[src/rtl/i2cee_pkg.sv]
`timescale 1ns / 1ps
`default_nettype none
// Shared types and codes for the I2C EEPROM transfer sequencer.
// No dependencies; the core takes everything here by scoped names.

package i2cee_pkg;

  // Input item kinds, carried on in_tuser.
  localparam logic [2:0] MODE_BEGIN_WR = 3'd0;
  localparam logic [2:0] MODE_BEGIN_RD = 3'd1;
  localparam logic [2:0] MODE_DATA     = 3'd2;
  localparam logic [2:0] MODE_STATUS   = 3'd3;
  localparam logic [2:0] MODE_WAIT_END = 3'd4;

  // Commands issued to the byte engine and to the host.
  typedef enum logic [3:0] {
    CMD_START     = 4'd0,
    CMD_SEND      = 4'd1,
    CMD_READ_ACK  = 4'd2,
    CMD_READ_NACK = 4'd3,
    CMD_STOP      = 4'd4,
    CMD_WAIT      = 4'd5,
    CMD_NEED      = 4'd6,
    CMD_DATA      = 4'd7,
    CMD_DONE      = 4'd8,
    CMD_ERROR     = 4'd9
  } cmd_t;

  // Error classes reported with an error command.
  typedef enum logic [1:0] {
    ERR_NONE     = 2'd0,
    ERR_STATUS   = 2'd1,
    ERR_SEQUENCE = 2'd2
  } err_t;

  // Status codes the byte engine reports after each bus operation.
  localparam logic [7:0] ST_START      = 8'h08;
  localparam logic [7:0] ST_RESTART    = 8'h10;
  localparam logic [7:0] ST_DEVW_ACK   = 8'h18;
  localparam logic [7:0] ST_TX_ACK     = 8'h28;
  localparam logic [7:0] ST_DEVR_ACK   = 8'h40;
  localparam logic [7:0] ST_RX_ACK     = 8'h50;
  localparam logic [7:0] ST_RX_NACK    = 8'h58;

  // Transfer phases, one-hot.
  typedef enum logic [11:0] {
    PH_IDLE    = 12'b0000_0000_0001,
    PH_START   = 12'b0000_0000_0010,
    PH_DEVW    = 12'b0000_0000_0100,
    PH_ADDRH   = 12'b0000_0000_1000,
    PH_ADDRL   = 12'b0000_0001_0000,
    PH_NEED    = 12'b0000_0010_0000,
    PH_DATA    = 12'b0000_0100_0000,
    PH_WAIT    = 12'b0000_1000_0000,
    PH_RESTART = 12'b0001_0000_0000,
    PH_DEVR    = 12'b0010_0000_0000,
    PH_RDACK   = 12'b0100_0000_0000,
    PH_RDNACK  = 12'b1000_0000_0000
  } phase_t;

  // One result beat as held in the result queue.
  typedef struct packed {
    logic       last;
    cmd_t       command;
    logic [7:0] byte_value;
    err_t       error_kind;
    logic [7:0] bad_status;
  } res_t;

endpackage

`default_nettype wire

[src/rtl/i2c_eeprom_transfer_sequencer_core.sv]
`timescale 1ns / 1ps
`default_nettype none
// I2C EEPROM transfer sequencer: phase logic and result queue.
// Depends on i2cee_pkg for command, phase and result types.

// The sequencer turns begin-write and begin-read requests into byte-level
// bus commands for an external byte engine, splits writes at PAGE_SIZE
// boundaries and checks every status the engine reports against the code
// expected for the current phase; a mismatch or an item that does not fit
// the phase aborts with an error beat and no stop. Each input beat is
// handled in the cycle it is accepted and its one to three results are
// pushed into a four-entry result queue, so an input beat can be taken in
// every cycle while the queue has room for three results, which is when
// in_tready is high. Results leave at one per cycle while out_tready is
// high; the results of one beat go out one after another. No clearing
// pass is needed after reset.

module i2c_eeprom_transfer_sequencer_core #(
  parameter int unsigned PAGE_SIZE = 32
) (
  input  wire         clk,
  input  wire         rst_n,
  // Input stream
  input  wire         in_tvalid,
  output logic        in_tready,
  // in_tdata: start_address[15:0], byte_count[31:16], data_byte[39:32],
  //           bus_status[47:40]
  input  wire  [47:0] in_tdata,
  // in_tuser: mode[2:0]
  input  wire  [2:0]  in_tuser,
  // Result stream
  output logic        out_tvalid,
  input  wire         out_tready,
  // out_tdata: byte_value[7:0], error_kind[9:8], bad_status[17:10], zero[23:18]
  output logic [23:0] out_tdata,
  // out_tuser: command[3:0]
  output logic [3:0]  out_tuser,
  output logic        out_tlast,
  // Configuration: device_address
  input  wire         cfg_valid,
  output logic        cfg_ready,
  input  wire  [7:0]  cfg_data
);

  localparam int unsigned QDEPTH = 4;
  localparam logic [8:0]  PAGE9  = 9'(PAGE_SIZE);

  typedef logic [255:0][7:0] mod_tbl_t;

  // Remainder tables for the low and high address bytes.
  function automatic mod_tbl_t build_lo_tbl();
    mod_tbl_t t;
    for (int i = 0; i < 256; i++) begin
      t[i] = 8'(i % PAGE_SIZE);
    end
    return t;
  endfunction

  function automatic mod_tbl_t build_hi_tbl();
    mod_tbl_t t;
    for (int i = 0; i < 256; i++) begin
      t[i] = 8'((i * 256) % PAGE_SIZE);
    end
    return t;
  endfunction

  localparam mod_tbl_t LO_MOD = build_lo_tbl();
  localparam mod_tbl_t HI_MOD = build_hi_tbl();

  function automatic i2cee_pkg::res_t mk_res(i2cee_pkg::cmd_t c, logic [7:0] b,
                                             i2cee_pkg::err_t k, logic [7:0] s);
    i2cee_pkg::res_t r;
    r.last       = 1'b0;
    r.command    = c;
    r.byte_value = b;
    r.error_kind = k;
    r.bad_status = s;
    return r;
  endfunction

  // State
  i2cee_pkg::phase_t phase_r, phase_nxt;
  logic              is_read_r, is_read_nxt;
  logic [15:0]       cur_addr_r, cur_addr_nxt;
  logic [15:0]       remain_r, remain_nxt;
  logic [8:0]        page_left_r, page_left_nxt;
  logic [7:0]        dev_addr_r;

  // Result queue
  i2cee_pkg::res_t   q_mem [QDEPTH];
  logic [1:0]        q_wr_ptr_r;
  logic [1:0]        q_rd_ptr_r;
  logic [2:0]        q_count_r;

  // Input beat fields
  logic [2:0]        in_mode;
  logic [15:0]       in_start_address;
  logic [15:0]       in_byte_count;
  logic [7:0]        in_data_byte;
  logic [7:0]        in_bus_status;

  assign in_mode          = in_tuser;
  assign in_start_address = in_tdata[15:0];
  assign in_byte_count    = in_tdata[31:16];
  assign in_data_byte     = in_tdata[39:32];
  assign in_bus_status    = in_tdata[47:40];

  logic in_acc, out_acc;
  assign in_tready = (q_count_r <= 3'(QDEPTH - 3));
  assign in_acc    = in_tvalid && in_tready;
  assign out_acc   = out_tvalid && out_tready;
  assign cfg_ready = 1'b1;

  // Page chunk: bytes from the address up to the next page boundary,
  // limited by the bytes still to go.
  logic        pg_begin;
  logic [15:0] pg_addr;
  logic [15:0] pg_remain;
  logic [8:0]  pg_sum;
  logic [8:0]  pg_off;
  logic [8:0]  pg_room;
  logic [8:0]  pg_chunk;

  always_comb begin
    pg_begin  = (in_mode == i2cee_pkg::MODE_BEGIN_WR);
    pg_addr   = pg_begin ? in_start_address : cur_addr_r;
    pg_remain = pg_begin ? in_byte_count : remain_r;
    pg_sum    = {1'b0, LO_MOD[pg_addr[7:0]]} + {1'b0, HI_MOD[pg_addr[15:8]]};
    pg_off    = (pg_sum >= PAGE9) ? (pg_sum - PAGE9) : pg_sum;
    pg_room   = PAGE9 - pg_off;
    pg_chunk  = ({7'd0, pg_room} > pg_remain) ? pg_remain[8:0] : pg_room;
  end

  // Expected status for the current phase; want_ok is low where no status
  // report is expected.
  logic       want_ok;
  logic [7:0] want_st;

  always_comb begin
    want_ok = 1'b1;
    want_st = 8'd0;
    case (phase_r)
      i2cee_pkg::PH_START:   want_st = i2cee_pkg::ST_START;
      i2cee_pkg::PH_RESTART: want_st = i2cee_pkg::ST_RESTART;
      i2cee_pkg::PH_DEVW:    want_st = i2cee_pkg::ST_DEVW_ACK;
      i2cee_pkg::PH_ADDRH,
      i2cee_pkg::PH_ADDRL,
      i2cee_pkg::PH_DATA:    want_st = i2cee_pkg::ST_TX_ACK;
      i2cee_pkg::PH_DEVR:    want_st = i2cee_pkg::ST_DEVR_ACK;
      i2cee_pkg::PH_RDACK:   want_st = i2cee_pkg::ST_RX_ACK;
      i2cee_pkg::PH_RDNACK:  want_st = i2cee_pkg::ST_RX_NACK;
      default:               want_ok = 1'b0;
    endcase
  end

  // Phase logic: next state and the results of the accepted beat.
  i2cee_pkg::res_t res [3];
  logic [1:0]      n_res;
  i2cee_pkg::res_t unexp_res;
  i2cee_pkg::cmd_t rd_cmd;
  i2cee_pkg::phase_t rd_phase;

  always_comb begin
    phase_nxt     = phase_r;
    is_read_nxt   = is_read_r;
    cur_addr_nxt  = cur_addr_r;
    remain_nxt    = remain_r;
    page_left_nxt = page_left_r;
    n_res         = 2'd0;
    for (int k = 0; k < 3; k++) begin
      res[k] = '0;
    end
    unexp_res = mk_res(i2cee_pkg::CMD_ERROR, 8'd0, i2cee_pkg::ERR_SEQUENCE, 8'd0);

    // Next read command, from the count as it stands after this beat.
    if (((phase_r == i2cee_pkg::PH_RDACK) ? (remain_r - 16'd1) : remain_r) == 16'd1) begin
      rd_cmd   = i2cee_pkg::CMD_READ_NACK;
      rd_phase = i2cee_pkg::PH_RDNACK;
    end else begin
      rd_cmd   = i2cee_pkg::CMD_READ_ACK;
      rd_phase = i2cee_pkg::PH_RDACK;
    end

    if (in_acc) begin
      case (in_mode)
        i2cee_pkg::MODE_BEGIN_WR,
        i2cee_pkg::MODE_BEGIN_RD: begin
          n_res = 2'd1;
          if (phase_r != i2cee_pkg::PH_IDLE) begin
            res[0]    = unexp_res;
            phase_nxt = i2cee_pkg::PH_IDLE;
          end else if (in_byte_count == 16'd0) begin
            res[0] = mk_res(i2cee_pkg::CMD_DONE, 8'd0, i2cee_pkg::ERR_NONE, 8'd0);
          end else begin
            is_read_nxt   = (in_mode == i2cee_pkg::MODE_BEGIN_RD);
            cur_addr_nxt  = in_start_address;
            remain_nxt    = in_byte_count;
            page_left_nxt = (in_mode == i2cee_pkg::MODE_BEGIN_RD) ? 9'd0 : pg_chunk;
            res[0]    = mk_res(i2cee_pkg::CMD_START, 8'd0, i2cee_pkg::ERR_NONE, 8'd0);
            phase_nxt = i2cee_pkg::PH_START;
          end
        end
        i2cee_pkg::MODE_DATA: begin
          n_res = 2'd1;
          if (phase_r != i2cee_pkg::PH_NEED) begin
            res[0]    = unexp_res;
            phase_nxt = i2cee_pkg::PH_IDLE;
          end else begin
            res[0] = mk_res(i2cee_pkg::CMD_SEND, in_data_byte, i2cee_pkg::ERR_NONE, 8'd0);
            cur_addr_nxt  = cur_addr_r + 16'd1;
            remain_nxt    = remain_r - 16'd1;
            page_left_nxt = page_left_r - 9'd1;
            phase_nxt     = i2cee_pkg::PH_DATA;
          end
        end
        i2cee_pkg::MODE_STATUS: begin
          n_res = 2'd1;
          if (!want_ok) begin
            res[0]    = unexp_res;
            phase_nxt = i2cee_pkg::PH_IDLE;
          end else if (in_bus_status != want_st) begin
            res[0] = mk_res(i2cee_pkg::CMD_ERROR, 8'd0, i2cee_pkg::ERR_STATUS,
                            in_bus_status);
            phase_nxt = i2cee_pkg::PH_IDLE;
          end else begin
            case (phase_r)
              i2cee_pkg::PH_START: begin
                res[0] = mk_res(i2cee_pkg::CMD_SEND, {dev_addr_r[7:1], 1'b0},
                                i2cee_pkg::ERR_NONE, 8'd0);
                phase_nxt = i2cee_pkg::PH_DEVW;
              end
              i2cee_pkg::PH_DEVW: begin
                res[0] = mk_res(i2cee_pkg::CMD_SEND, cur_addr_r[15:8],
                                i2cee_pkg::ERR_NONE, 8'd0);
                phase_nxt = i2cee_pkg::PH_ADDRH;
              end
              i2cee_pkg::PH_ADDRH: begin
                res[0] = mk_res(i2cee_pkg::CMD_SEND, cur_addr_r[7:0],
                                i2cee_pkg::ERR_NONE, 8'd0);
                phase_nxt = i2cee_pkg::PH_ADDRL;
              end
              i2cee_pkg::PH_ADDRL: begin
                if (is_read_r) begin
                  res[0] = mk_res(i2cee_pkg::CMD_START, 8'd0, i2cee_pkg::ERR_NONE, 8'd0);
                  phase_nxt = i2cee_pkg::PH_RESTART;
                end else begin
                  res[0] = mk_res(i2cee_pkg::CMD_NEED, 8'd0, i2cee_pkg::ERR_NONE, 8'd0);
                  phase_nxt = i2cee_pkg::PH_NEED;
                end
              end
              i2cee_pkg::PH_DATA: begin
                if (page_left_r != 9'd0) begin
                  res[0] = mk_res(i2cee_pkg::CMD_NEED, 8'd0, i2cee_pkg::ERR_NONE, 8'd0);
                  phase_nxt = i2cee_pkg::PH_NEED;
                end else begin
                  // Page complete: stop, then let the EEPROM program it.
                  n_res  = 2'd2;
                  res[0] = mk_res(i2cee_pkg::CMD_STOP, 8'd0, i2cee_pkg::ERR_NONE, 8'd0);
                  res[1] = mk_res(i2cee_pkg::CMD_WAIT, 8'd0, i2cee_pkg::ERR_NONE, 8'd0);
                  phase_nxt = i2cee_pkg::PH_WAIT;
                end
              end
              i2cee_pkg::PH_RESTART: begin
                res[0] = mk_res(i2cee_pkg::CMD_SEND, {dev_addr_r[7:1], 1'b1},
                                i2cee_pkg::ERR_NONE, 8'd0);
                phase_nxt = i2cee_pkg::PH_DEVR;
              end
              i2cee_pkg::PH_DEVR: begin
                res[0]    = mk_res(rd_cmd, 8'd0, i2cee_pkg::ERR_NONE, 8'd0);
                phase_nxt = rd_phase;
              end
              i2cee_pkg::PH_RDACK: begin
                n_res  = 2'd2;
                res[0] = mk_res(i2cee_pkg::CMD_DATA, in_data_byte, i2cee_pkg::ERR_NONE, 8'd0);
                res[1] = mk_res(rd_cmd, 8'd0, i2cee_pkg::ERR_NONE, 8'd0);
                cur_addr_nxt = cur_addr_r + 16'd1;
                remain_nxt   = remain_r - 16'd1;
                phase_nxt    = rd_phase;
              end
              default: begin
                // Last byte read with NACK: deliver it, stop and finish.
                n_res  = 2'd3;
                res[0] = mk_res(i2cee_pkg::CMD_DATA, in_data_byte, i2cee_pkg::ERR_NONE, 8'd0);
                res[1] = mk_res(i2cee_pkg::CMD_STOP, 8'd0, i2cee_pkg::ERR_NONE, 8'd0);
                res[2] = mk_res(i2cee_pkg::CMD_DONE, 8'd0, i2cee_pkg::ERR_NONE, 8'd0);
                cur_addr_nxt = cur_addr_r + 16'd1;
                remain_nxt   = 16'd0;
                phase_nxt    = i2cee_pkg::PH_IDLE;
              end
            endcase
          end
        end
        i2cee_pkg::MODE_WAIT_END: begin
          n_res = 2'd1;
          if (phase_r != i2cee_pkg::PH_WAIT) begin
            res[0]    = unexp_res;
            phase_nxt = i2cee_pkg::PH_IDLE;
          end else if (remain_r != 16'd0) begin
            page_left_nxt = pg_chunk;
            res[0]    = mk_res(i2cee_pkg::CMD_START, 8'd0, i2cee_pkg::ERR_NONE, 8'd0);
            phase_nxt = i2cee_pkg::PH_START;
          end else begin
            res[0]    = mk_res(i2cee_pkg::CMD_DONE, 8'd0, i2cee_pkg::ERR_NONE, 8'd0);
            phase_nxt = i2cee_pkg::PH_IDLE;
          end
        end
        default: begin
          n_res     = 2'd1;
          res[0]    = unexp_res;
          phase_nxt = i2cee_pkg::PH_IDLE;
        end
      endcase

      // Mark the final result of this beat.
      case (n_res)
        2'd1:    res[0].last = 1'b1;
        2'd2:    res[1].last = 1'b1;
        2'd3:    res[2].last = 1'b1;
        default: res[0].last = res[0].last;
      endcase
    end
  end

  // State registers
  always_ff @(posedge clk) begin
    if (!rst_n) begin
      phase_r     <= i2cee_pkg::PH_IDLE;
      is_read_r   <= 1'b0;
      cur_addr_r  <= 16'd0;
      remain_r    <= 16'd0;
      page_left_r <= 9'd0;
      dev_addr_r  <= 8'd160;
    end else begin
      phase_r     <= phase_nxt;
      is_read_r   <= is_read_nxt;
      cur_addr_r  <= cur_addr_nxt;
      remain_r    <= remain_nxt;
      page_left_r <= page_left_nxt;
      if (cfg_valid && cfg_ready) begin
        dev_addr_r <= cfg_data;
      end
    end
  end

  // Result queue storage: up to three entries written per beat.
  always_ff @(posedge clk) begin
    for (int k = 0; k < 3; k++) begin
      if (2'(k) < n_res) begin
        q_mem[q_wr_ptr_r + 2'(k)] <= res[k];
      end
    end
  end

  // Result queue pointers and fill level.
  always_ff @(posedge clk) begin
    if (!rst_n) begin
      q_wr_ptr_r <= 2'd0;
      q_rd_ptr_r <= 2'd0;
      q_count_r  <= 3'd0;
    end else begin
      q_wr_ptr_r <= q_wr_ptr_r + n_res;
      q_rd_ptr_r <= q_rd_ptr_r + {1'b0, out_acc};
      q_count_r  <= q_count_r + {1'b0, n_res} - {2'b00, out_acc};
    end
  end

  // Output beat from the head of the queue.
  i2cee_pkg::res_t head;
  assign head       = q_mem[q_rd_ptr_r];
  assign out_tvalid = (q_count_r != 3'd0);
  assign out_tuser  = head.command;
  assign out_tdata  = {6'd0, head.bad_status, head.error_kind, head.byte_value};
  assign out_tlast  = head.last;

  // Assertions
  a_q_bound: assert property (@(posedge clk) disable iff (!rst_n)
    q_count_r <= 3'(QDEPTH))
    else $error("result queue fill level beyond its depth");

  a_beat_has_result: assert property (@(posedge clk) disable iff (!rst_n)
    in_acc |-> n_res != 2'd0)
    else $error("accepted input beat produced no result");

  a_need_is_write: assert property (@(posedge clk) disable iff (!rst_n)
    phase_r == i2cee_pkg::PH_NEED |-> (page_left_r != 9'd0) && !is_read_r)
    else $error("data requested outside a write page with bytes left");

  a_begin_starts: assert property (@(posedge clk) disable iff (!rst_n)
    (in_acc && phase_r == i2cee_pkg::PH_IDLE && in_byte_count != 16'd0 &&
     (in_mode == i2cee_pkg::MODE_BEGIN_WR || in_mode == i2cee_pkg::MODE_BEGIN_RD))
    |=> phase_r == i2cee_pkg::PH_START)
    else $error("begin request did not enter the start phase");

endmodule

`default_nettype wire
[config.mk]
export PLATFORM = sky130hd
export DESIGN_NAME = i2c_eeprom_transfer_sequencer_core
export DESIGN_NICKNAME = d
export VERILOG_FILES = /design/src/rtl/i2cee_pkg.sv /design/src/rtl/i2c_eeprom_transfer_sequencer_core.sv
export SDC_FILE = /design/constraint.sdc
export NUM_CORES = 1
export LEC_CHECK = 0
export BUFFER_PORTS_ARGS = -buffer_cell sky130_fd_sc_hd__buf_2
export CORE_MARGIN = 5
export CORE_UTILIZATION = 50
export DETAILED_ROUTE_END_ITERATION = 16
export HOLD_SLACK_MARGIN = 0.15
export PLACE_DENSITY = 0.69
export SYNTH_ARGS = -nofsm -noshare
export SYNTH_HDL_FRONTEND = slang
export SYNTH_SLANG_ARGS = --single-unit
[constraint.sdc]
create_clock -name clk -period 4.42 [get_ports clk]
set_clock_uncertainty 0.1 [all_clocks]
set_input_delay 0.221 -clock clk [delete_from_list [all_inputs] [get_ports clk]]
set_output_delay 0.221 -clock clk [all_outputs]
set_load 0.03 [all_outputs]
### After elaboration in Yosys (flattened, before gate mapping)

Memory sizes are Yosys's and may differ from the RTL's. A register that Yosys moved wholly into a read port is not among the register bits.
Index checks and enable logic that the tools add are counted.
W data, S select, Z words.

* output and inout bits: 32
* RAM bits: 92
* logic and storage cells: 162
* memories kept: 3
* input bits: 64
* flip-flop bits (word level): 69
* ROM bits: 4096

Memory list
* (name not given): depth 256, bits a word 8, read ports 1, clocked after memory_dff 0, write ports 0, line i2c_eeprom_transfer_sequencer_core.sv:128 `pg_sum = {1'b0, LO_MOD[pg_addr[7:0]]} + {1'b0, HI_MOD[pg_addr[15:8]]};`
* (name not given): depth 256, bits a word 8, read ports 1, clocked after memory_dff 0, write ports 0, line i2c_eeprom_transfer_sequencer_core.sv:128
* q_mem: depth 4, bits a word 23, read ports 1, clocked after memory_dff 1, write ports 3, line i2c_eeprom_transfer_sequencer_core.sv:90 `i2cee_pkg::res_t q_mem [QDEPTH];`

* $lt $le $gt $ge: 8
* add/sub/neg operators: 12
* bitwise gates (word level): 2
* multiplexer cells: 78
* equality and inequality tests: 30
* reductions and logical operators: 20

Operators with widths (number)
* $mux W16: 14
* $mux W22: 8
* $pmux W22 S7: 1
* $mux W46: 3
* $pmux W16 S3: 2
* $pmux W23 S4: 1
* $pmux W12 S7: 1
* $mux W9: 9
* $mux W69: 1
* $pmux W23 S3: 1
* $mux W12: 5
* $pmux W7 S7: 1
* $pmux W12 S4: 1
* $mux W21: 2
* $pmux W16 S2: 1
* $pmux W9 S3: 1
* $mux W8: 3
* $mux W20: 1
* $lt A8 B9 Y1 const B: 2
* $mux W2: 9
* $add A16 B1 Y16 const B: 1
* $eq A16 B1 Y1 const B: 1
* $gt A9 B16 Y1: 1
* $logic_not A16 Y1: 1
* 54 further kinds: 79

### Longest topological paths before layout

* depth after elaboration: 14
* gate-level depth with buffers: 15
* mapped depth without buffers: 15

### Worst setup path after synthesis

No wires, ideal clock.

* kind: reg2reg
* from: reg phase_r[1]
* to: reg q_count_r[2]
* data arrival time: 3.474 ns
* required time: 4.192 ns
* library setup time: 0.128 ns
* path buffers: 2
* period minus slack after synthesis: 3.701 ns
* path slack: 0.719 ns
* stages on the path, launching flop included: 14
* cell sequence: dfxtp_1 buf_2 nor4_1 clkbuf_1 nand4b_1 xnor2_1 nor4_1 o21a_1 nand3_2 ha_1 inv_1 fa_1 xnor2_1 nor2_1

* cells in the longest elaborated chain, start to end: 11
* elaborated cells between the ends (all ways): 23
* classes of those cells: 2 x add/sub; 10 x eq/ne; 8 x mux; 3 x reduce/logical

Ends and longest elaborated chain
* from (decl): line i2c_eeprom_transfer_sequencer_core.sv:82 `i2cee_pkg::phase_t phase_r, phase_nxt;`
* from (signal assigned): line i2c_eeprom_transfer_sequencer_core.sv:327 `phase_r <= i2cee_pkg::PH_IDLE;`
* from (signal assigned): line i2c_eeprom_transfer_sequencer_core.sv:334 `phase_r <= phase_nxt;`
* $eq A12 B7 Y1, or another cell as far along: line i2c_eeprom_transfer_sequencer_core.sv:142, i2c_eeprom_transfer_sequencer_core.sv:226
* $reduce_or A3 Y1: line i2c_eeprom_transfer_sequencer_core.sv:142 `case (phase_r)`
* $pmux W7 S7: line i2c_eeprom_transfer_sequencer_core.sv:142
* $ne A8 B8 Y1: line i2c_eeprom_transfer_sequencer_core.sv:221 `end else if (in_bus_status != want_st) begin`
* $mux W2: line i2c_eeprom_transfer_sequencer_core.sv:221
* $mux W2 *: line i2c_eeprom_transfer_sequencer_core.sv:218 `if (!want_ok) begin`
* $mux W2 *: line i2c_eeprom_transfer_sequencer_core.sv:185 `case (in_mode)`
* $mux W2 * (2 in series): line i2c_eeprom_transfer_sequencer_core.sv:184 `if (in_acc) begin`
* $add A3 B2 Y3 *: line i2c_eeprom_transfer_sequencer_core.sv:363 `q_count_r <= q_count_r + {1'b0, n_res} - {2'b00, out_acc};`
* $sub A3 B1 Y3 *: line i2c_eeprom_transfer_sequencer_core.sv:363
* to (signal assigned): line i2c_eeprom_transfer_sequencer_core.sv:363
* to (decl): line i2c_eeprom_transfer_sequencer_core.sv:93 `logic [2:0] q_count_r;`

Mark *: on every way between the ends. The rest lies on a longest branch, timed or not. The select of a mux whose other input is x is not followed.
A chain may end at the register's enable or synchronous reset.

### Worst setup path after layout

* from: reg phase_r[6]
* to: reg q_count_r[2]

The elaborated chain is that of the path after synthesis.

==> impl_metrics.env <==
export IMPL_synth_edff_count=8
export IMPL_io_pins=96
export IMPL_grt_pass1_wl_mm=53.0
export IMPL_finalHoldViolations=0
export IMPL_finalSetupViolations=0
export IMPL_ys_ff_latch=160
export IMPL_wl_per_cell_um=19.8
export IMPL_fmax_ghz=0.253
export IMPL_cts_tree="yes"
export IMPL_area_delta_synth_final_pct=17.9
export IMPL_cts_sinks=160
export IMPL_antenna_found_initial=0
export IMPL_portBuffers=87
export IMPL_fillers=1846
export IMPL_dr_first_iter_drc_count=1261
export IMPL_syn_area_per_cell_um2=7.93
export IMPL_totalWireLength_mm=32.9
export IMPL_rows=52
export IMPL_rr_worst_depth=11
export IMPL_pre_cts_slack_ns=0.532
export IMPL_clk_pin_slew_worst_paths_ns=0.08
export IMPL_final_common_cell="dfxtp_1"
export IMPL_clk_path_buf_depth=2
export IMPL_slew_headroom_pct=31.7
export IMPL_layout_common_cells="dfxtp_1, nor2_1, nand2_1"
export IMPL_die_h_um=152
export IMPL_drive_above_1_share_pct=16.8
export IMPL_grt_max_degree=51
export IMPL_grt_use_total_pct=27.4
export IMPL_cts_root_buf="clkbuf_16"
export IMPL_critPathKind="reg -> reg"
export IMPL_setup_ws_ns=0.462
export IMPL_period_minus_slack_ns=3.96
export IMPL_start_util_pct=50.4
export IMPL_dp_hpwl_mm=22.0
export IMPL_cts_inserted_buffers=17
export IMPL_critPathArrivalTime_ns=4.14
export IMPL_async_flop_share_pct=0
export IMPL_synth_warnings=0
export IMPL_clk_latency_ns=0.44
export IMPL_synth_area_um2=10100
export IMPL_postLayoutCoreUtil_pct=59.4
export IMPL_status="finished clean"
export IMPL_worst_slew_pin_slew_ns=1.02
export IMPL_first_pass_iters=7
export IMPL_drc=0
export IMPL_cp_max_fo=8
export IMPL_route_met2_wl_mm=15.1
export IMPL_place_gp_congestion=0.983
export IMPL_ys_types=78
export IMPL_leakagePower_uw=0.00446
export IMPL_start_kind="register"
export IMPL_dieArea_um2=23200
export IMPL_min_path_type="in -> reg"
export IMPL_max_vdd_ir_drop_mv=0.286
export IMPL_grt_pass1_vias=9750
export IMPL_overflow=0
export IMPL_layout_nets=1459
export IMPL_finalSetupTns_ns=0
export IMPL_rsz0062_at_grt="no"
export IMPL_yosysSeqAreaShare_pct=32.5
export IMPL_power_density_nw_per_um2=399
export IMPL_core_um2=20000
export IMPL_maxUsedRoutingLayer="met4"
export IMPL_crit_path_end_kind="register"
export IMPL_wl_met3_mm=2.93
export IMPL_wl_met1_mm=14.1
export IMPL_ant_nets=0
export IMPL_cts_htree_levels=4
export IMPL_syn_instance_count=1274
export IMPL_min_period_over_period_pct=89.6
export IMPL_vias_per_cell=6.33
export IMPL_cap_violations=0
export IMPL_slew_violations=0
export IMPL_required_ns=4.60
export IMPL_num_antenna_cells=0
export IMPL_die_w_um=152
export IMPL_whs_path_depth=4
export IMPL_rrSetupSlack_ns=0.46
export IMPL_synth_ff_type="dfxtp_1"
export IMPL_vias=10500
final cells by class:
class / count / area, um2 / area share [%]
clock buffers: 17 / 425 / 3.57
clock inverters: 15 / 159 / 1.33
inverters: 21 / 78.8 / 0.662
multi-input cells: 994 / 6330 / 53.1
flip-flops and latches: 160 / 3280 / 27.6
well taps: 270 / 338 / 2.84
repair buffers: 184 / 1300 / 10.9
registers in the layout, indices dropped and copies added (netlist names):
| register | flops |
|---|---|
| q_mem | 92 |
| cur_addr_r | 16 |
| remain_r | 16 |
| phase_r | 12 |
| page_left_r | 9 |
| dev_addr_r | 7 |
| q_count_r | 3 |
| q_rd_ptr_r | 2 |
| q_wr_ptr_r | 2 |
| is_read_r | 1 |
worst paths after layout:
| path | from | to |
|---|---|---|
| worst max-delay path | phase_r[6] | q_count_r[2] |
| worst min-delay path | out_tready | q_rd_ptr_r[0] |
| worst max register to register | phase_r[6] | q_count_r[2] |
| worst min register to register | q_mem[2][3] | q_mem[2][3] |
routing by layer:
| layer | global-route usage [%] | up-vias |
|---|---|---|
| met3 | 4.97 | 78 |
| li1 | - | 4945 |
| met1 | 38.2 | 4935 |
| met2 | 44.0 | 549 |
| met5 | 0 | - |
| met4 | 7.75 | 0 |
power by group:
| part | switching (uW) | leakage [uW] | total (uW) | internal, uW |
|---|---|---|---|---|
| Sequential | 149 | 0.00131 | 1750 | 1600 |
| Combinational | 917 | 0.00286 | 1520 | 600 |
| Clock | 719 | 0.000287 | 1480 | 759 |
cell families after synthesis:
kind of cell	Yosys count	synth area share, %
AO/OA/AOI/OAI	356	22.8
multiplexers	59	8.69
XOR/XNOR	27	2.34
AND/OR/NAND/NOR	528	26.0
other	2	0.0743
buffers and inverters	125	5.39
adder cells (fa/ha/maj)	17	2.18
flip-flops	160	32.5
metrics by stage:
| step | hold WS [ns] | cells | instance area, um2 | power [uW] |
|---|---|---|---|---|
| 2_1_floorplan | 0.250 | 1279 | 10100 | 2820 |
| 6_report | 0.175 | 1661 | 11900 | 4750 |
| 5_1_grt | 0.193 | 1661 | 11900 | 4980 |
| 4_1_cts | 0.161 | 1661 | 11900 | 4740 |
| 3_5_place_dp | 0.343 | 1575 | 10800 | 3240 |
| 3_3_place_gp | 0.337 | 1575 | 10800 | 3210 |
repair_timing:
action | in CTS | in global routing
hold endpoints to repair | 69 | 0
setup endpoints to repair | 0 | 0
setup buffers | 0 | 0
hold buffers | 54 | 0
gates resized for setup | 0 | 0
worst max-delay path, stage by stage (launching register included):
cell	delay, ns
dfxtp_1	0.39
or4_1	0.75
nor3_4	0.36
o21ai_2	0.10
a2111oi_4	0.47
o21a_1	0.36
nand3_2	0.23
ha_1	0.35
inv_1	0.05
fa_1	0.43
xnor2_1	0.16
nor2_1	0.05
synth_stat cells (all sizes together), types with 4 or more instances:
cell     instances  area [um2]
mux4            23         518
ha              16         200
and2            17         106
and3            23         144
o21a             6        45.0
or2             11        68.8
xnor2           14         123
a31oi           27         169
nor2b            5        31.3
nand3b           6        45.0
a221oi           5        43.8
mux2i           36         360
or3             12        75.1
a222oi          11         110
nor3b            8        65.1
nand2          126         473
nand3           74         375
edfxtp           8         240
a21oi          124         624
clkbuf          69         259
o21ai           60         312
nand2b           5        31.3
nor2           140         533
o31ai           31         233
a211oi          15         123
or4b             4        40.0
xor2            13         114
nor3            46         246
o2111ai          5        43.8
a22oi           12        90.1
or4              9        67.6
o211ai          19         143
nand4           13        81.3
o22ai           11        68.8
inv             21        78.8
nor4            20         168
buf             35         206
dfxtp          152        3040
No activity file was read; power rests on OpenSTA's default activity.
